===== config.mk =====
export PLATFORM = sky130hd
export DESIGN_NAME = sorted_timer_event_queue_unit_flat
export DESIGN_NICKNAME = d
export VERILOG_FILES = /design/src/rtl/steq_pkg.sv /design/src/rtl/steq_if.sv /design/src/rtl/steq_ctrl.sv /design/src/rtl/steq_dp.sv /design/src/rtl/sorted_timer_event_queue_unit.sv /design/src/flat_wrapper.sv
export SDC_FILE = /design/constraint.sdc
export NUM_CORES = 1
export LEC_CHECK = 0
export ABC_CLOCK_PERIOD_IN_PS = 5060
export BUFFER_PORTS_ARGS = -buffer_cell sky130_fd_sc_hd__buf_2
export CAP_MARGIN = 20
export CORE_MARGIN = 4
export CORE_UTILIZATION = 64
export CTS_BUF_LIST = sky130_fd_sc_hd__clkbuf_4 sky130_fd_sc_hd__clkbuf_8
export DETAILED_ROUTE_END_ITERATION = 8
export PLACE_DENSITY = 0.82
export SLEW_MARGIN = 10
export SYNTH_ARGS = -nofsm -noshare
export SYNTH_HDL_FRONTEND = slang
export SYNTH_SLANG_ARGS = --single-unit
export TNS_END_PERCENT = 50

===== constraint.sdc =====
create_clock -name clk_i -period 5.06 [get_ports clk_i]
set_input_delay 0.759 -clock clk_i [delete_from_list [all_inputs] [get_ports clk_i]]
set_output_delay 0.759 -clock clk_i [all_outputs]
set_load 0.005 [all_outputs]

===== src/rtl/steq_pkg.sv =====
`timescale 1ns / 1ps
// ----------------------------------------------------------------------------
// Sorted timer event queue package
// Field widths, operation and status codes, the stored entry type and the
// command and status bundles between the controller and the datapath.
// ----------------------------------------------------------------------------
package steq_pkg;

  localparam int unsigned OP_W      = 3;
  localparam int unsigned TIME_W    = 32;
  localparam int unsigned ZONE_W    = 8;
  localparam int unsigned ACT_W     = 3;
  localparam int unsigned POS_W     = 8;
  localparam int unsigned STAT_W    = 2;
  localparam int unsigned OCC_W     = 9;
  localparam int unsigned DEPTH_DEF = 16;

  typedef enum logic [OP_W-1:0] {
    OP_INSERT = 3'd0,
    OP_FIND   = 3'd1,
    OP_DELETE = 3'd2,
    OP_READ   = 3'd3,
    OP_DUE    = 3'd4
  } op_e;

  typedef enum logic [STAT_W-1:0] {
    ST_OK   = 2'd0,
    ST_DUP  = 2'd1,
    ST_FULL = 2'd2,
    ST_MISS = 2'd3
  } status_e;

  typedef enum logic [3:0] {
    S_IDLE,
    S_DISPATCH,
    S_SCAN_RD,
    S_SCAN_CHK,
    S_INS_RD,
    S_INS_MV,
    S_DEL_RD,
    S_DEL_MV,
    S_POINT_RD,
    S_POINT_CHK,
    S_FINISH
  } state_e;

  typedef enum logic [1:0] {
    RD_IDX,
    RD_IDX_M1,
    RD_POINT
  } mem_rd_e;

  typedef enum logic [1:0] {
    WR_NONE,
    WR_UP,
    WR_DOWN,
    WR_NEW
  } mem_wr_e;

  typedef enum logic [1:0] {
    IDX_HOLD,
    IDX_CLEAR,
    IDX_INC,
    IDX_DEC
  } idx_e;

  typedef enum logic [1:0] {
    CNT_HOLD,
    CNT_INC,
    CNT_DEC
  } cnt_e;

  typedef struct packed {
    logic [TIME_W-1:0] ev_time;
    logic [ZONE_W-1:0] zone;
    logic [ACT_W-1:0]  action;
  } entry_t;

  typedef struct packed {
    logic    accept;
    logic    mem_rd;
    mem_rd_e rd_sel;
    mem_wr_e wr_sel;
    idx_e    idx_op;
    cnt_e    cnt_op;
    logic    scan_chk;
    logic    res_load;
    status_e res_code;
    logic    res_data;
    logic    out_load;
  } cmd_t;

  typedef struct packed {
    logic [OP_W-1:0] op;
    logic            idx_end;
    logic            idx_at;
    logic            full;
    logic            dup;
    logic            zone_hit;
    logic            point_ok;
    logic            due_ok;
    logic            out_free;
  } dp_stat_t;

endpackage


===== src/rtl/steq_if.sv =====
`timescale 1ns / 1ps
// ----------------------------------------------------------------------------
// Sorted timer event queue channels
// Request and response channels with a valid and ready handshake.
// ----------------------------------------------------------------------------
interface steq_req_if import steq_pkg::*; ();
  logic              valid;
  logic              ready;
  logic [OP_W-1:0]   op;
  logic [TIME_W-1:0] event_time;
  logic [ZONE_W-1:0] zone_id;
  logic [ACT_W-1:0]  action_code;
  logic [POS_W-1:0]  position;
  logic [TIME_W-1:0] now_time;

  modport source (
    output valid, op, event_time, zone_id, action_code, position, now_time,
    input  ready
  );
  modport sink (
    input  valid, op, event_time, zone_id, action_code, position, now_time,
    output ready
  );
endinterface

interface steq_rsp_if import steq_pkg::*; ();
  logic              valid;
  logic              ready;
  logic [STAT_W-1:0] status;
  logic [ZONE_W-1:0] out_zone;
  logic [TIME_W-1:0] out_time;
  logic [ACT_W-1:0]  out_action;
  logic [OCC_W-1:0]  occupancy;

  modport source (
    output valid, status, out_zone, out_time, out_action, occupancy,
    input  ready
  );
  modport sink (
    input  valid, status, out_zone, out_time, out_action, occupancy,
    output ready
  );
endinterface


===== src/rtl/steq_ctrl.sv =====
`timescale 1ns / 1ps
// ----------------------------------------------------------------------------
// Sorted timer event queue controller
// Sequences scans, shifts and single reads of the entry memory for each
// operation and hands the result to the output register.
// ----------------------------------------------------------------------------
module steq_ctrl import steq_pkg::*; (
  input  logic     clk_i,
  input  logic     rst_ni,
  input  logic     in_valid_i,
  output logic     in_ready_o,
  input  dp_stat_t stat_i,
  output cmd_t     cmd_o
);

  state_e state_q, state_d;

  always_ff @(posedge clk_i or negedge rst_ni) begin
    if (!rst_ni) begin
      state_q <= S_IDLE;
    end else begin
      state_q <= state_d;
    end
  end

  always_comb begin
    state_d = state_q;
    unique case (state_q)
      S_IDLE: begin
        if (in_valid_i) state_d = S_DISPATCH;
      end
      S_DISPATCH: begin
        case (stat_i.op) inside
          OP_INSERT, OP_FIND, OP_DELETE: state_d = S_SCAN_RD;
          OP_READ, OP_DUE:               state_d = S_POINT_RD;
          default:                       state_d = S_FINISH;
        endcase
      end
      S_SCAN_RD: begin
        if (!stat_i.idx_end) begin
          state_d = S_SCAN_CHK;
        end else if (stat_i.op == OP_INSERT && !stat_i.dup && !stat_i.full) begin
          state_d = S_INS_RD;
        end else begin
          state_d = S_FINISH;
        end
      end
      S_SCAN_CHK: begin
        if (stat_i.op == OP_FIND && stat_i.zone_hit) begin
          state_d = S_FINISH;
        end else if (stat_i.op == OP_DELETE && stat_i.zone_hit) begin
          state_d = S_DEL_RD;
        end else begin
          state_d = S_SCAN_RD;
        end
      end
      S_INS_RD:    state_d = stat_i.idx_at ? S_FINISH : S_INS_MV;
      S_INS_MV:    state_d = S_INS_RD;
      S_DEL_RD:    state_d = stat_i.idx_end ? S_FINISH : S_DEL_MV;
      S_DEL_MV:    state_d = S_DEL_RD;
      S_POINT_RD:  state_d = stat_i.point_ok ? S_POINT_CHK : S_FINISH;
      S_POINT_CHK: state_d = S_FINISH;
      S_FINISH: begin
        if (stat_i.out_free) state_d = S_IDLE;
      end
      default:     state_d = S_IDLE;
    endcase
  end

  always_comb begin
    cmd_o          = '0;
    cmd_o.rd_sel   = RD_IDX;
    cmd_o.wr_sel   = WR_NONE;
    cmd_o.idx_op   = IDX_HOLD;
    cmd_o.cnt_op   = CNT_HOLD;
    cmd_o.res_code = ST_MISS;
    in_ready_o     = 1'b0;
    unique case (state_q)
      S_IDLE: begin
        in_ready_o = 1'b1;
        if (in_valid_i) begin
          cmd_o.accept = 1'b1;
          cmd_o.idx_op = IDX_CLEAR;
        end
      end
      S_DISPATCH: begin
        case (stat_i.op) inside
          OP_INSERT, OP_FIND, OP_DELETE, OP_READ, OP_DUE: ;
          default: cmd_o.res_load = 1'b1;
        endcase
      end
      S_SCAN_RD: begin
        if (!stat_i.idx_end) begin
          cmd_o.mem_rd = 1'b1;
          cmd_o.rd_sel = RD_IDX;
        end else if (stat_i.op == OP_INSERT) begin
          if (stat_i.dup) begin
            cmd_o.res_load = 1'b1;
            cmd_o.res_code = ST_DUP;
          end else if (stat_i.full) begin
            cmd_o.res_load = 1'b1;
            cmd_o.res_code = ST_FULL;
          end
        end else begin
          cmd_o.res_load = 1'b1;
        end
      end
      S_SCAN_CHK: begin
        if (stat_i.op == OP_FIND && stat_i.zone_hit) begin
          cmd_o.res_load = 1'b1;
          cmd_o.res_code = ST_OK;
          cmd_o.res_data = 1'b1;
        end else if (stat_i.op == OP_DELETE && stat_i.zone_hit) begin
          cmd_o.idx_op = IDX_INC;
        end else begin
          cmd_o.scan_chk = (stat_i.op == OP_INSERT);
          cmd_o.idx_op   = IDX_INC;
        end
      end
      S_INS_RD: begin
        if (stat_i.idx_at) begin
          cmd_o.wr_sel   = WR_NEW;
          cmd_o.cnt_op   = CNT_INC;
          cmd_o.res_load = 1'b1;
          cmd_o.res_code = ST_OK;
        end else begin
          cmd_o.mem_rd = 1'b1;
          cmd_o.rd_sel = RD_IDX_M1;
        end
      end
      S_INS_MV: begin
        cmd_o.wr_sel = WR_UP;
        cmd_o.idx_op = IDX_DEC;
      end
      S_DEL_RD: begin
        if (stat_i.idx_end) begin
          cmd_o.cnt_op   = CNT_DEC;
          cmd_o.res_load = 1'b1;
          cmd_o.res_code = ST_OK;
        end else begin
          cmd_o.mem_rd = 1'b1;
          cmd_o.rd_sel = RD_IDX;
        end
      end
      S_DEL_MV: begin
        cmd_o.wr_sel = WR_DOWN;
        cmd_o.idx_op = IDX_INC;
      end
      S_POINT_RD: begin
        if (stat_i.point_ok) begin
          cmd_o.mem_rd = 1'b1;
          cmd_o.rd_sel = RD_POINT;
        end else begin
          cmd_o.res_load = 1'b1;
        end
      end
      S_POINT_CHK: begin
        cmd_o.res_load = 1'b1;
        if (stat_i.op == OP_READ || stat_i.due_ok) begin
          cmd_o.res_code = ST_OK;
          cmd_o.res_data = 1'b1;
        end
      end
      S_FINISH: begin
        cmd_o.out_load = stat_i.out_free;
      end
      default: ;
    endcase
  end

endmodule


===== src/rtl/steq_dp.sv =====
`timescale 1ns / 1ps
// ----------------------------------------------------------------------------
// Sorted timer event queue datapath
// Entry memory, scan index, insertion point, entry count, the staged result
// and the output register.
// ----------------------------------------------------------------------------
module steq_dp import steq_pkg::*; #(
  parameter int unsigned QUEUE_DEPTH = DEPTH_DEF
) (
  input  logic               clk_i,
  input  logic               rst_ni,
  steq_req_if.sink           req_i,
  steq_rsp_if.source         rsp_o,
  input  cmd_t               cmd_i,
  output dp_stat_t           stat_o
);

  localparam int unsigned IW = (QUEUE_DEPTH > 1) ? $clog2(QUEUE_DEPTH) : 1;
  localparam int unsigned CW = $clog2(QUEUE_DEPTH + 1);

  entry_t mem [QUEUE_DEPTH];
  entry_t rd_q;
  entry_t item_q;

  logic [OP_W-1:0]   op_q;
  logic [POS_W-1:0]  pos_q;
  logic [TIME_W-1:0] now_q;

  logic [CW-1:0] idx_q, at_q, count_q, idx_m1;
  logic          dup_q, hit_q;

  status_e           res_status_q;
  logic [ZONE_W-1:0] res_zone_q;
  logic [TIME_W-1:0] res_time_q;
  logic [ACT_W-1:0]  res_act_q;

  logic              out_valid_q;
  logic [STAT_W-1:0] out_status_q;
  logic [ZONE_W-1:0] out_zone_q;
  logic [TIME_W-1:0] out_time_q;
  logic [ACT_W-1:0]  out_act_q;
  logic [OCC_W-1:0]  out_occ_q;

  logic [IW-1:0] raddr, waddr;
  entry_t        wdata;
  logic          use_zone, use_time, use_act;

  assign idx_m1 = idx_q - CW'(1);

  always_comb begin
    case (cmd_i.rd_sel)
      RD_IDX:    raddr = idx_q[IW-1:0];
      RD_IDX_M1: raddr = idx_m1[IW-1:0];
      RD_POINT:  raddr = (op_q == OP_READ) ? pos_q[IW-1:0] : '0;
      default:   raddr = idx_q[IW-1:0];
    endcase
  end

  always_comb begin
    case (cmd_i.wr_sel)
      WR_UP: begin
        waddr = idx_q[IW-1:0];
        wdata = rd_q;
      end
      WR_DOWN: begin
        waddr = idx_m1[IW-1:0];
        wdata = rd_q;
      end
      WR_NEW: begin
        waddr = at_q[IW-1:0];
        wdata = item_q;
      end
      default: begin
        waddr = idx_q[IW-1:0];
        wdata = rd_q;
      end
    endcase
  end

  always_ff @(posedge clk_i) begin
    if (cmd_i.wr_sel != WR_NONE) mem[waddr] <= wdata;
    if (cmd_i.mem_rd) rd_q <= mem[raddr];
  end

  always_ff @(posedge clk_i) begin
    if (cmd_i.accept) begin
      op_q           <= req_i.op;
      item_q.ev_time <= req_i.event_time;
      item_q.zone    <= req_i.zone_id;
      item_q.action  <= req_i.action_code;
      pos_q          <= req_i.position;
      now_q          <= req_i.now_time;
    end
  end

  always_ff @(posedge clk_i or negedge rst_ni) begin
    if (!rst_ni) begin
      idx_q   <= '0;
      at_q    <= '0;
      count_q <= '0;
      dup_q   <= 1'b0;
      hit_q   <= 1'b0;
    end else begin
      case (cmd_i.idx_op)
        IDX_CLEAR: idx_q <= '0;
        IDX_INC:   idx_q <= idx_q + CW'(1);
        IDX_DEC:   idx_q <= idx_m1;
        default:   ;
      endcase
      case (cmd_i.cnt_op)
        CNT_INC: count_q <= count_q + CW'(1);
        CNT_DEC: count_q <= count_q - CW'(1);
        default: ;
      endcase
      if (cmd_i.accept) begin
        at_q  <= count_q;
        dup_q <= 1'b0;
        hit_q <= 1'b0;
      end else if (cmd_i.scan_chk) begin
        if (rd_q == item_q) dup_q <= 1'b1;
        if (!hit_q && rd_q.ev_time > item_q.ev_time) begin
          at_q  <= idx_q;
          hit_q <= 1'b1;
        end
      end
    end
  end

  assign use_zone = cmd_i.res_data &&
                    (op_q == OP_FIND || op_q == OP_READ || op_q == OP_DUE);
  assign use_time = cmd_i.res_data && (op_q == OP_FIND || op_q == OP_READ);
  assign use_act  = cmd_i.res_data && (op_q == OP_READ || op_q == OP_DUE);

  always_ff @(posedge clk_i) begin
    if (cmd_i.res_load) begin
      res_status_q <= cmd_i.res_code;
      res_zone_q   <= use_zone ? rd_q.zone : '0;
      res_time_q   <= use_time ? rd_q.ev_time : '0;
      res_act_q    <= use_act ? rd_q.action : '0;
    end
  end

  always_ff @(posedge clk_i or negedge rst_ni) begin
    if (!rst_ni) begin
      out_valid_q <= 1'b0;
    end else if (cmd_i.out_load) begin
      out_valid_q <= 1'b1;
    end else if (rsp_o.ready) begin
      out_valid_q <= 1'b0;
    end
  end

  always_ff @(posedge clk_i) begin
    if (cmd_i.out_load) begin
      out_status_q <= res_status_q;
      out_zone_q   <= res_zone_q;
      out_time_q   <= res_time_q;
      out_act_q    <= res_act_q;
      out_occ_q    <= OCC_W'(count_q);
    end
  end

  assign rsp_o.valid      = out_valid_q;
  assign rsp_o.status     = out_status_q;
  assign rsp_o.out_zone   = out_zone_q;
  assign rsp_o.out_time   = out_time_q;
  assign rsp_o.out_action = out_act_q;
  assign rsp_o.occupancy  = out_occ_q;

  assign stat_o.op       = op_q;
  assign stat_o.idx_end  = (idx_q == count_q);
  assign stat_o.idx_at   = (idx_q == at_q);
  assign stat_o.full     = (count_q == CW'(QUEUE_DEPTH));
  assign stat_o.dup      = dup_q;
  assign stat_o.zone_hit = (rd_q.zone == item_q.zone);
  assign stat_o.point_ok = (op_q == OP_READ) ?
                           ({1'b0, pos_q} < OCC_W'(count_q)) : (count_q != '0);
  assign stat_o.due_ok   = (rd_q.ev_time <= now_q);
  assign stat_o.out_free = !out_valid_q || rsp_o.ready;

endmodule


===== src/rtl/sorted_timer_event_queue_unit.sv =====
`timescale 1ns / 1ps
// Read and due check make one read of the entry memory, none for a read past the end or an
// empty queue; find scans from index 0 to its first zone hit; delete scans to its hit and
// shifts the later entries down; insert scans all entries, then shifts those from its
// position up, or is rejected as a duplicate or full. One request is in flight at a time;
// the next is accepted the cycle after its result enters the output register, later while
// it stalls. Reset empties the queue at once; entry storage is not cleared.
// ----------------------------------------------------------------------------
// Sorted timer event queue
// Queue of timer events kept in ascending start-time order with insert, find,
// delete, indexed read and due check operations.
// ----------------------------------------------------------------------------
module sorted_timer_event_queue_unit import steq_pkg::*; #(
  parameter int unsigned QUEUE_DEPTH = DEPTH_DEF
) (
  input  logic       clk_i,
  input  logic       rst_ni,
  steq_req_if.sink   in_i,
  steq_rsp_if.source out_o
);

  cmd_t     cmd;
  dp_stat_t stat;

  steq_ctrl u_ctrl (
    .clk_i      (clk_i),
    .rst_ni     (rst_ni),
    .in_valid_i (in_i.valid),
    .in_ready_o (in_i.ready),
    .stat_i     (stat),
    .cmd_o      (cmd)
  );

  steq_dp #(
    .QUEUE_DEPTH (QUEUE_DEPTH)
  ) u_dp (
    .clk_i  (clk_i),
    .rst_ni (rst_ni),
    .req_i  (in_i),
    .rsp_o  (out_o),
    .cmd_i  (cmd),
    .stat_o (stat)
  );

endmodule


===== src/flat_wrapper.sv =====
// flat-port wrapper written by rule: the top's interface ports become plain ports
module sorted_timer_event_queue_unit_flat import steq_pkg::*;
#(
  parameter int unsigned QUEUE_DEPTH = DEPTH_DEF
)
  (clk_i, rst_ni, in_i_valid, in_i_op, in_i_event_time, in_i_zone_id, in_i_action_code, in_i_position, in_i_now_time, in_i_ready, out_o_valid, out_o_status, out_o_out_zone, out_o_out_time, out_o_out_action, out_o_occupancy, out_o_ready);
  steq_req_if in_i_i ();
  steq_rsp_if out_o_i ();
  input  logic clk_i;
  input  logic rst_ni;
  input wire logic [$bits(in_i_i.valid)-1:0] in_i_valid;
  input wire logic [$bits(in_i_i.op)-1:0] in_i_op;
  input wire logic [$bits(in_i_i.event_time)-1:0] in_i_event_time;
  input wire logic [$bits(in_i_i.zone_id)-1:0] in_i_zone_id;
  input wire logic [$bits(in_i_i.action_code)-1:0] in_i_action_code;
  input wire logic [$bits(in_i_i.position)-1:0] in_i_position;
  input wire logic [$bits(in_i_i.now_time)-1:0] in_i_now_time;
  output wire logic [$bits(in_i_i.ready)-1:0] in_i_ready;
  output wire logic [$bits(out_o_i.valid)-1:0] out_o_valid;
  output wire logic [$bits(out_o_i.status)-1:0] out_o_status;
  output wire logic [$bits(out_o_i.out_zone)-1:0] out_o_out_zone;
  output wire logic [$bits(out_o_i.out_time)-1:0] out_o_out_time;
  output wire logic [$bits(out_o_i.out_action)-1:0] out_o_out_action;
  output wire logic [$bits(out_o_i.occupancy)-1:0] out_o_occupancy;
  input wire logic [$bits(out_o_i.ready)-1:0] out_o_ready;
  assign in_i_i.valid = in_i_valid;
  assign in_i_i.op = in_i_op;
  assign in_i_i.event_time = in_i_event_time;
  assign in_i_i.zone_id = in_i_zone_id;
  assign in_i_i.action_code = in_i_action_code;
  assign in_i_i.position = in_i_position;
  assign in_i_i.now_time = in_i_now_time;
  assign in_i_ready = in_i_i.ready;
  assign out_o_valid = out_o_i.valid;
  assign out_o_status = out_o_i.status;
  assign out_o_out_zone = out_o_i.out_zone;
  assign out_o_out_time = out_o_i.out_time;
  assign out_o_out_action = out_o_i.out_action;
  assign out_o_occupancy = out_o_i.occupancy;
  assign out_o_i.ready = out_o_ready;
  sorted_timer_event_queue_unit #(.QUEUE_DEPTH(QUEUE_DEPTH)) u_core (.clk_i(clk_i), .rst_ni(rst_ni), .in_i(in_i_i), .out_o(out_o_i));
endmodule

After elaboration in Yosys (flattened, before gate mapping) --
Memories as Yosys holds them, arrays and structs flattened. A register that Yosys moved wholly into a read port is not among the register bits. Cells that the tools add are included.
Operators by class: add/subtract/negate cells 4, order comparisons 3, equality and inequality tests 30, multiplexer cells 65, reductions and logical operators 34
Operators by type and width (number):
- case mux 4 bit (11 select lines) | 1
- equality test 43 bit | 1
- 2-to-1 mux 43 bit | 1
- 2-to-1 mux 4 bit | 10
- greater-than comparator 32 bit | 1
- less-or-equal comparator 32 bit | 1
- 2-to-1 mux 3 bit | 10
- 2-to-1 mux 1 bit | 23
- equality test 4 x 3 -> 1 bit (second input constant) | 4
- case mux 4 bit (2 select lines) | 2
- 2-to-1 mux 5 bit | 3
- case mux 5 bit (3 select lines) | 1
- equality test 2 bit (second input constant) | 6
- equality test 4 bit (second input constant) | 3
- 2-to-1 mux 2 bit | 6
- nonzero test 2 bit | 6
- adder 5 x 1 -> 5 bit (second input constant) | 2
- equality test 5 bit | 2
- case mux 2 bit (5 select lines) | 1
- case mux 5 bit (2 select lines) | 1
- subtractor 5 x 1 -> 5 bit (second input constant) | 2
- case mux 3 bit (3 select lines) | 1
- equality test 4 x 2 -> 1 bit (second input constant) | 2
- equality test 8 bit | 1
- 24 further kinds | 45
Word-level totals: bits in registers 203, RAM bits 688, input port bits 90, output and inout port bits 56, word-level logic and storage cells 159, memories kept 1
Memories:
- u_core.u_dp.mem | words 16, bits a word 43, rd ports 1, clocked after memory_dff 1, wr ports 1, RTL line steq_dp.sv:21 | entry_t mem [QUEUE_DEPTH];

Longest topological paths before layout --
Gate-level depths: netlist of the first run.
word-level depth 7, depth in mapped cells 19, mapped depth without buffers 16

Worst setup path after synthesis of the first run --
Ideal clock, no wire load.
path type register -> register, start point reg u_core.u_ctrl.state_q[0], end point reg u_core.u_dp.item_q[0] (netlist bit) (enable), setup time 484 ps, arrival 3758 ps, required time 4576 ps, path slack 818 ps, stages on the path, launching flop included 6, buffers on the path 3, period minus slack after synthesis 4242 ps, path through dfrtp_1 buf_2 nor4_1 and2_1 clkbuf_1 clkbuf_1
RTL lines:
- start, declared | RTL line steq_ctrl.sv:16 | state_e state_q, state_d;
- start signal, assigned | RTL line steq_ctrl.sv:22 | state_q <= state_d;
- end, declared | RTL line steq_dp.sv:23 | entry_t item_q;

Worst setup path after layout of the first run --
start point reg u_core.u_dp.count_q[4], end point reg, netlist name u_core.u_dp.rd_q[25]
On the way: longest elaborated chain between the ends 6, elaborated cells on any way between the ends 10, those cells by class 1 x order compare; 3 x eq/ne; 5 x mux; 1 x reduce/logical
Ends and longest elaborated chain:
- start, declared | RTL line steq_dp.sv:29 | logic [CW-1:0] idx_q, at_q, count_q, idx_m1;
- start signal, assigned | RTL line steq_dp.sv:111 | CNT_INC: count_q <= count_q + CW'(1);
- start signal, assigned | RTL line steq_dp.sv:112 | CNT_DEC: count_q <= count_q - CW'(1);
- < comparator 8 x 5 -> 1 bit or nonzero test 5 bit (tied branches) | RTL line steq_dp.sv:177 | ({1'b0, pos_q} < OCC_W'(count_q)) : (count_q != '0);
- 2-to-1 mux 1 bit | RTL line steq_dp.sv:176 | assign stat_o.point_ok = (op_q == OP_READ) ?
- 2-to-1 mux 3 bit | RTL line steq_ctrl.sv:150 | if (stat_i.point_ok) begin
- case mux 3 bit (3 select lines) (*) | RTL line steq_ctrl.sv:78 | unique case (state_q)
- equality test 2 bit or equality test 2 x 1 -> 1 bit (tied branches) | RTL line steq_dp.sv:51 | case (cmd_i.rd_sel)
- case mux 4 bit (2 select lines) | RTL line steq_dp.sv:51
Mark *: on every way between the ends. The rest lies on a longest branch, timed or not. A chain may end at the register's enable or synchronous reset.

==> results of run 1 <==
## how the worst max path moves through the flow
stage,startpoint,endpoint,slack (ns),cells after the start
4_1_cts,u_core.u_dp.count_q[4]$_DFFE_PN0P_,u_core.u_dp.rd_q[12]$_DFFE_PP_,0.27,15
3_5_place_dp,u_core.u_dp.count_q[4]$_DFFE_PN0P_,u_core.u_dp.rd_q[25]$_DFFE_PP_,0.30,16
6_report,u_core.u_dp.count_q[4]$_DFFE_PN0P_,u_core.u_dp.rd_q[25]$_DFFE_PP_,0.25,16
3_3_place_gp,u_core.u_dp.count_q[4]$_DFFE_PN0P_,u_core.u_dp.rd_q[2]$_DFFE_PP_,0.51,16
2_1_floorplan,u_core.u_ctrl.state_q[0]$_DFFE_PN0P_,u_core.u_dp.item_q[0]$_DFFE_PP_,0.82,5
5_1_grt,u_core.u_dp.count_q[4]$_DFFE_PN0P_,u_core.u_dp.rd_q[21]$_DFFE_PP_,0.03,16
## logic make-up (layout without fill, tap and decap cells)
| kind of cell | Yosys count | after routing | share of synthesized area [%] |
|---|---|---|---|
| buffers and inverters | 261 | 573 | 2.958 |
| AOI/OAI and AO/OA | 456 | 456 | 8.045 |
| muxes | 26 | 26 | 0.7950 |
| and+or+nand+nor | 1077 | 1077 | 12.25 |
| other | 1 | 5 | 0.009765 |
| DFF | 934 | 934 | 72.75 |
| adders and majority gates | 77 | 77 | 2.528 |
| xor gates and xnor gates | 29 | 29 | 0.6614 |
## state kept, by name (all words and copies together) (netlist names), 32 cells and up
| register | count |
|---|---|
| u_core.u_dp.item_q | 43 |
| u_core.u_dp.res_time_q | 32 |
| u_core.u_dp.rd_q | 43 |
| u_core.u_dp.mem | 688 |
| u_core.u_dp.now_q | 32 |
| u_core.u_dp.rsp_o.out_time | 32 |
## routing by layer
layer	up-vias	part of all wire (%)	track usage, %	wire (um)
li1	11079	-	-	-
met1	12437	36	40.22	34930
met2	1782	48	48.11	46670
met3	308	12	7.724	11630
met4	2	4.0	13.14	3915
met5	-	0.011	0	11
## area by class of cell
cell class | count | area share (%)
sequential | 934 | 64.70
multi-input combinational | 1669 | 22.12
clock buffer | 201 | 5.682
timing repair buffer | 231 | 3.715
tap | 773 | 2.240
clock inverter | 53 | 0.7765
inverter | 88 | 0.7650
antenna | 1 | 0.005795
## power breakdown
part / switching, W / internal, W / leakage [nW] / total [W]
registers: 0.000627 / 0.0104 / 8.57 / 0.0111
logic: 0.00440 / 0.00194 / 5.61 / 0.00634
clock network: 0.00285 / 0.00328 / 1.47 / 0.00613
total: 0.00788 / 0.0157 / 15.7 / 0.0235
## synth_stat cells (all sizes together) (3+ instances only)
cell and n:
a211oi 43, a21boi 32, a21o 16, a21oi 51
a221oi 3, a22oi 4, a311oi 43, a31oi 87
a32oi 43, and2 6, and3 85, buf 94
clkbuf 79, dfrtp 22, edfxtp 912, ha 76
inv 88, mux2 13, mux2i 11, nand2 673
nand2b 8, nand3 180, nand4 20, nor2 61
nor2b 7, nor3 12, nor4 13, o211ai 5
o21a 3, o21ai 103, o22ai 4, or2 3
xnor2 14, xor2 15
## worst register-to-register path: cells and delay by family, from the launching register on
family	cells	cell delay [ns]
flip-flops	1	0.46
adder cells (fa/ha/maj)	2	0.80
multiplexers	1	0.25
AND/OR/NAND/NOR	4	1.07
AO/OA/AOI/OAI	6	1.17
buffers and inverters	3	0.80
## cell usage in the layout, fill, tap and decap left out, types with 7 or more instances in the layout
cell type and count:
xnor2_1 14, nor2_1 43, o21ai_1 48, clkinv_1 33, a21oi_1 48, edfxtp_1 912, nand4_1 20, mux2i_1 10
buf_4 69, buf_12 18, nor3_1 11, clkbuf_4 50, a31oi_1 87, a211oi_1 43, a311oi_1 43, nor2b_1 7
a21o_1 15, dfrtp_1 22, ha_1 75, buf_2 143, o21ai_0 55, mux2_2 13, nand2_1 672, a32oi_1 42
clkbuf_8 151, nand3_1 180, a21boi_0 32, xor2_1 15, nor4_1 12, nor2_4 18, clkinv_2 8, inv_1 87
and3_1 85, nand2b_1 7
## metrics by stage
step	setup slack [ns]	power, W	utilization (%)	cells	hold slack [ns]
6_report	0.2459	0.02354	72.89	3950	0.1213
3_3_place_gp	0.5090	0.01690	68.10	3690	0.4010
2_1_floorplan	0.8179	0.01500	-	2864	0.4003
5_1_grt	0.03364	0.02457	72.89	3949	0.08178
3_5_place_dp	0.3008	0.01733	68.13	3693	0.4045
4_1_cts	0.2695	0.02342	72.86	3948	0.07587
## repair_timing
action	4_1_cts	5_1_grt
hold buffers	1	0
endpoints found under the hold margin	22	0
gates resized for setup	0	1
setup endpoints to repair	0	15
==> reports/results.txt, run 1 <==
Reg2Reg Launch Point - u_core.u_dp.count_q[4]$_DFFE_PN0P_
Setup skew after layout - 0.04215 ns
Setup slack, reg-to-reg - 0.25 ns
Post-synthesis area per instance - 13.42 um^2
Post-Syn Instances - 2,861
Kind of cell adding the most delay to the critical path - compound AO/OA/AOI/OAI gates
First-pass GRT wire length - 146,300 um
Count of nets left with antenna violations after detail routing - 0
Hold Vio Cnt, Final - 0
Number of global-route vias before repair - 25,298
Number of clock sinks seen by CTS - 934
Quantity of I/O buffers inserted on ports - 141
Result of the run - completed
Yosys cell types - 72
Cell with the largest stage delay on the worst path - ha_2
Starting utilization of the core area - 64.82%
Proportion of synthesized flip-flops having asynchronous set or reset - 2.355%
Area post-placement - 40,360 um^2
Category of the most critical setup path - reg2reg
Largest net degree at the start of global routing - 107
Setup Fix Bufs, Post-CTS - 0
Overflow left after global routing - 0
Final estimated routing congestion in global placement - 0.9446
Number of detailed-routing iterations run before antenna repair - 8
Footprint of the flip-flops and latches - 27,940 um^2
Number of primary I/O pins - 146
Pins over their slew limit - 0
Type of destination of the critical path - register
Reg-to-Reg End - u_core.u_dp.rd_q[25]$_DFFE_PP_
Share of Yosys cell area claimed by the top area cell type - 71.32%
Maximum fanout along the worst path - 64
Number of warning messages in the yosys log - 0
Flop and latch count out of synthesis - 934
Estimated wirelength of the detail-placed design - 55,420 um
RSZ-0062 raised after global routing - false
TritonCTS clock tree - done
EDFF count, synth - 912
Routed wire length per instance - 24.60 um
Worst min path class - in2reg
Number of design rule violations left after detail routing - 0
Power per cell area - 545.1 nW/um^2
Largest area contributor in the netlist - edfxtp_1
Standby leakage power - 15.65 nW
Cell area after technology mapping - 38,400 um^2
Clock latency of the later-clocked register in the worst-skew pair - 0.81 ns
Portion of the post-synthesis area used by sequential elements - 72.75%
Final worst-path cycle share - 95.14%
Die width - 253.0 um
Number of antenna violations at the first check in global routing - 2
Largest stage delay on the critical path - 0.60 ns
Critical path arrival - 5.36 ns
Clock root buffer - clkbuf_8
Critical path buffer and inverter count - 3
H-tree Lvls - 4
Achievable frequency - 207.7 MHz
Depth of the most critical reg-to-reg path - 16
Die Ht - 253.0 um
Die area - 63,980 um^2
Number of DRC markers after the initial detailed-route iteration - 3,596
CTS Buffer Depth - 3
Placement Rows - 89
Synth area leaders - edfxtp_1 71%, nand2_1 6.6%, ha_1 2.5%, nand3_1 2.3%, dfrtp_1 1.4%
Post-layout minimum cycle time - 4.814 ns
Overall Global Routing Usage - 30.23%
Worst EP required - 5.61 ns
Remaining max-slew budget at the tightest pin - 27.17%
Setup TNS after final layout - 0 ns
Area used by multi-input combinational logic - 9552 um^2
Final Cell Area - 43,180 um^2
Total Wirelength - 97,150 um
Number of max-capacitance violations reported - 0
Most used flip-flop cell after synthesis - edfxtp_1
Nets@finish - 3,236
Maximum resistive drop on vdd - 0.0003826 V
Proportion of layout cells with a drive suffix above 1 - 15.93%
Count of final setup violators - 0
Via density per instance - 6.483
Filler cells - 3,473
Area of the core - 59,240 um^2
Worst Hold Endpoint - u_core.u_dp.now_q[26]$_DFFE_PP_
Worst-margin pin slew - 1.083 ns
Inserted Clock Buffers - 145
Clock transition at the register clock pins on the worst setup and hold paths after CTS - 0.06 ns
Worst Min Path Start - in_i_now_time[26]
Instance count along the most critical hold path - 1
Cells traversed along the worst timing path - inv_1 > ha_1 > or4_1 > a211o_1 > o211ai_1 > nand3_1 > ha_2 > nor2_1 > mux2i_2 > o21ai_1 > a21oi_4 > buf_12 > buf_12 > nand3_1 > a31oi_1 > o21ai_1
Area added between synthesis and finish - 12.45%
Number of vias in the routed layout - 25,608
Critical path startpoint category - register
Power figures use the tool's default switching activity.
==> run 2: changes to the inputs <==
--- a/config.mk
+++ b/config.mk
@@ -9,10 +9,10 @@
 export BUFFER_PORTS_ARGS = -buffer_cell sky130_fd_sc_hd__buf_2
 export CAP_MARGIN = 20
 export CORE_MARGIN = 4
-export CORE_UTILIZATION = 64
+export CORE_UTILIZATION = 50
 export CTS_BUF_LIST = sky130_fd_sc_hd__clkbuf_4 sky130_fd_sc_hd__clkbuf_8
 export DETAILED_ROUTE_END_ITERATION = 8
-export PLACE_DENSITY = 0.82
+export PLACE_DENSITY = 0.67
 export SLEW_MARGIN = 10
 export SYNTH_ARGS = -nofsm -noshare
 export SYNTH_HDL_FRONTEND = slang
==> run 2 against run 1 <==
  * Non-clock buffer count rose by 9
  * Flip-flop and latch count stayed put
  * Sequential share of layout area fell by 0.76 points
  * Setup slack improved by 0.12 ns
  * Die area is 27% higher
  * Wire length down 1.0%
  * Combinational power decreased by 1%
  * Register-to-register slack better by 0.12 ns
  * Clock skew hardly changed
  * Critical path depth is 1 lower
  * Cell area grew 1.2%
  * Largest cell class unchanged
  * Largest power group unchanged
==> reports/results.txt, run 2 (synthesis results as in run 1) <==
Result of the run - completed
Setup TNS after final layout - 0 ns (unchanged)
Number of detailed-routing iterations run before antenna repair - 5 (-3)
Die Ht - 285.1 um (+13%)
Worst min path class - in2reg
Reg with most FFs - u_core.u_dp.mem
Number of placed instances with taps included - 3,960 (+7.2%)
Final worst slack - 0.3610 ns (+0.1151 ns)
Cells traversed along the worst timing path - inv_1 > ha_1 > or4_1 > a211o_1 > o211ai_1 > nand3_1 > ha_1 > or3b_2 > o311a_4 > buf_12 > nand2_1 > and3_1 > a31oi_1 > a32oi_1 > o21ai_1
Final Cell Area - 43,690 um^2 (+1.2%)
Setup slack, reg-to-reg - 0.36 ns (+0.12 ns)
Number of antenna violations at the first check in global routing - 4 (+2)
Type of destination of the critical path - register
Final instance count without filler cells - 4,223 (+6.9%)
Overflow left after global routing - 0 (unchanged)
Area added between synthesis and finish - 13.79%
Setup skew after layout - 0.04194 ns (-0.0002123 ns)
Largest registers ranked by flip-flop count - u_core.u_dp.mem x688, u_core.u_dp.item_q x43, u_core.u_dp.rd_q x43
Area of the core - 76,080 um^2 (+28%)
Quantity of I/O buffers inserted on ports - 141 (unchanged)
Starting utilization of the core area - 50.48% (-14 points)
Kind of cell adding the most delay to the critical path - compound AO/OA/AOI/OAI gates
Area post-placement - 40,850 um^2 (+1.2%)
Routed wire length per instance - 22.77 um (-7.4%)
Category of the most critical setup path - reg2reg
Count of final setup violators - 0 (unchanged)
Number of design rule violations left after detail routing - 0 (unchanged)
Largest net degree at the start of global routing - 115 (+7.5%)
Critical path startpoint category - register
Hold Vio Cnt, Final - 0 (unchanged)
Post-layout minimum cycle time - 4.699 ns (-0.1151 ns)
Instance count along the most critical hold path - 1 (unchanged)
Remaining max-slew budget at the tightest pin - 27.63% (+0.47 points)
Clock transition at the register clock pins on the worst setup and hold paths after CTS - 0.06 ns (about the same)
Final estimated routing congestion in global placement - 0.8732 (-7.6%)
Largest stage delay on the critical path - 0.71 ns (+0.11 ns)
Nets@finish - 3,250 (+0.43%)
Cell with the largest stage delay on the worst path - ha_1
CTS Buffer Depth - 3 (unchanged)
TritonCTS clock tree - done
Clock latency of the later-clocked register in the worst-skew pair - 0.82 ns (about the same)
Standby leakage power - 15.75 nW (+0.60%)
Number of global-route vias before repair - 24,430 (-3.4%)
Number of clock sinks seen by CTS - 934 (unchanged)
Leading cell types in the layout, fill and taps excluded - 912 x edfxtp_1, 672 x nand2_1, 180 x nand3_1
Worst EP required - 5.70 ns (+0.09 ns)
Pins over their slew limit - 0 (unchanged)
Die width - 285.1 um (+13%)
Reg-to-Reg End - u_core.u_dp.rd_q[23]$_DFFE_PP_
Proportion of layout cells with a drive suffix above 1 - 16.20% (+0.26 points)
Critical path arrival - 5.34 ns (-0.02 ns)
Depth of the most critical reg-to-reg path - 15 (-1)
H-tree Lvls - 4 (unchanged)
Achievable frequency - 212.8 MHz (+2.5%)
Worst-margin pin slew - 1.076 ns (-0.006914 ns)
Estimated wirelength of the detail-placed design - 55,520 um (+0.17%)
Clock root buffer - clkbuf_8
Maximum resistive drop on vdd - 0.0002312 V (-40%)
Total Wirelength - 96,160 um (-1.0%)
RSZ-0062 raised after global routing - false
Inserted Clock Buffers - 150 (+3.4%)
Final worst-path cycle share - 92.86% (-2.3 points)
Placement Rows - 101 (+13%)
Via density per instance - 5.812 (-10%)
Number of DRC markers after the initial detailed-route iteration - 2,362 (-34%)
Number of vias in the routed layout - 24,545 (-4.2%)
Number of primary I/O pins - 146 (unchanged)
Critical path buffer and inverter count - 2 (-1)
Maximum fanout along the worst path - 80 (+25%)
Most common cell after layout, fill and taps aside - edfxtp_1
Filler cells - 5,940 (+71%)
Die area - 81,300 um^2 (+27%)
Overall Global Routing Usage - 23.36% (-6.9 points)
Most repeated library cell on the critical path - ha_1
Cells resized by post-CTS repair - 0 (unchanged)
Number of max-capacitance violations reported - 0 (unchanged)
Reg2Reg Launch Point - u_core.u_dp.count_q[4]$_DFFE_PN0P_
Power per cell area - 536.3 nW/um^2 (-1.6%)
Worst Min Path Start - in_i_zone_id[7]
Worst slack at placement - 0.4337 ns (+0.1329 ns)
First-pass GRT wire length - 144,700 um (-1.1%)
Number of flip-flops under the largest register name - 688 (unchanged)
Worst Hold Endpoint - u_core.u_dp.item_q[10]$_DFFE_PP_
Count of nets left with antenna violations after detail routing - 0 (unchanged)
==> run 2: how the worst max path moves through the flow <==
stage / startpoint / to / slack, ns / cells past startpoint
global route: u_core.u_dp.count_q[1]$_DFFE_PN0P_ / u_core.u_dp.rd_q[34]$_DFFE_PP_ / 0.11 / 16
finish: u_core.u_dp.count_q[4]$_DFFE_PN0P_ / u_core.u_dp.rd_q[23]$_DFFE_PP_ / 0.36 / 15
global placement: u_core.u_dp.count_q[1]$_DFFE_PN0P_ / u_core.u_dp.rd_q[4]$_DFFE_PP_ / 0.49 / 16
floorplan: u_core.u_ctrl.state_q[0]$_DFFE_PN0P_ / u_core.u_dp.item_q[0]$_DFFE_PP_ / 0.82 / 5
detailed placement: u_core.u_dp.count_q[1]$_DFFE_PN0P_ / u_core.u_dp.rd_q[14]$_DFFE_PP_ / 0.43 / 16
CTS: u_core.u_dp.count_q[4]$_DFFE_PN0P_ / u_core.u_dp.rd_q[23]$_DFFE_PP_ / 0.43 / 15
==> run 2: cell type report <==
class	count	area (um^2)	share of cell area, %
multi-input cells	1669	9549	21.85
diodes	1	2.502	0.005727
flip-flops and latches	934	27940	63.94
inverters	88	330.3	0.7560
well taps	1030	1289	2.949
clock buffers	200	2471	5.655
repair buffers	240	1754	4.015
clock inverters	61	361.6	0.8276
==> run 2: worst reg2reg max path, cell delays in order (launching register included) <==
cell,delay (ns)
dfrtp_1,0.35
inv_1,0.09
ha_1,0.18
or4_1,0.54
a211o_1,0.28
o211ai_1,0.12
nand3_1,0.25
ha_1,0.71
or3b_2,0.27
o311a_4,0.61
buf_12,0.44
nand2_1,0.15
and3_1,0.18
a31oi_1,0.17
a32oi_1,0.08
o21ai_1,0.11
==> run 2: power breakdown <==
group / internal, W / total [W] / switching, W
clock: 0.00320 / 0.00614 / 0.00294
sequential: 0.0104 / 0.0110 / 0.000582
combinational: 0.00196 / 0.00627 / 0.00431
==> run 2: through the flow <==
stage,hold slack [ns],util [%],power [W]
global route,0.07078,57.44,0.02468
floorplan,0.4003,-,0.01500
finish,0.1136,57.44,0.02343
CTS,0.03830,57.43,0.02353
detailed placement,0.4045,53.70,0.01739
global placement,0.4022,53.67,0.01711
==> run 2: timing repair <==
item | CTS | global route
hold buffers | 1 | 0
hold endpoints to repair | 22 | 0
setup buffers | 0 | 0
==> run 2: routing by layer <==
metal	vias up	track usage (%)	wire length, um	part of all wire [%]
li1	11110	-	-	-
met2	1193	36.95	45240	47
met4	0	10.16	3364	3.5
met3	208	5.012	8467	8.8
met1	12034	31.56	39080	41
met5	-	0	0	0
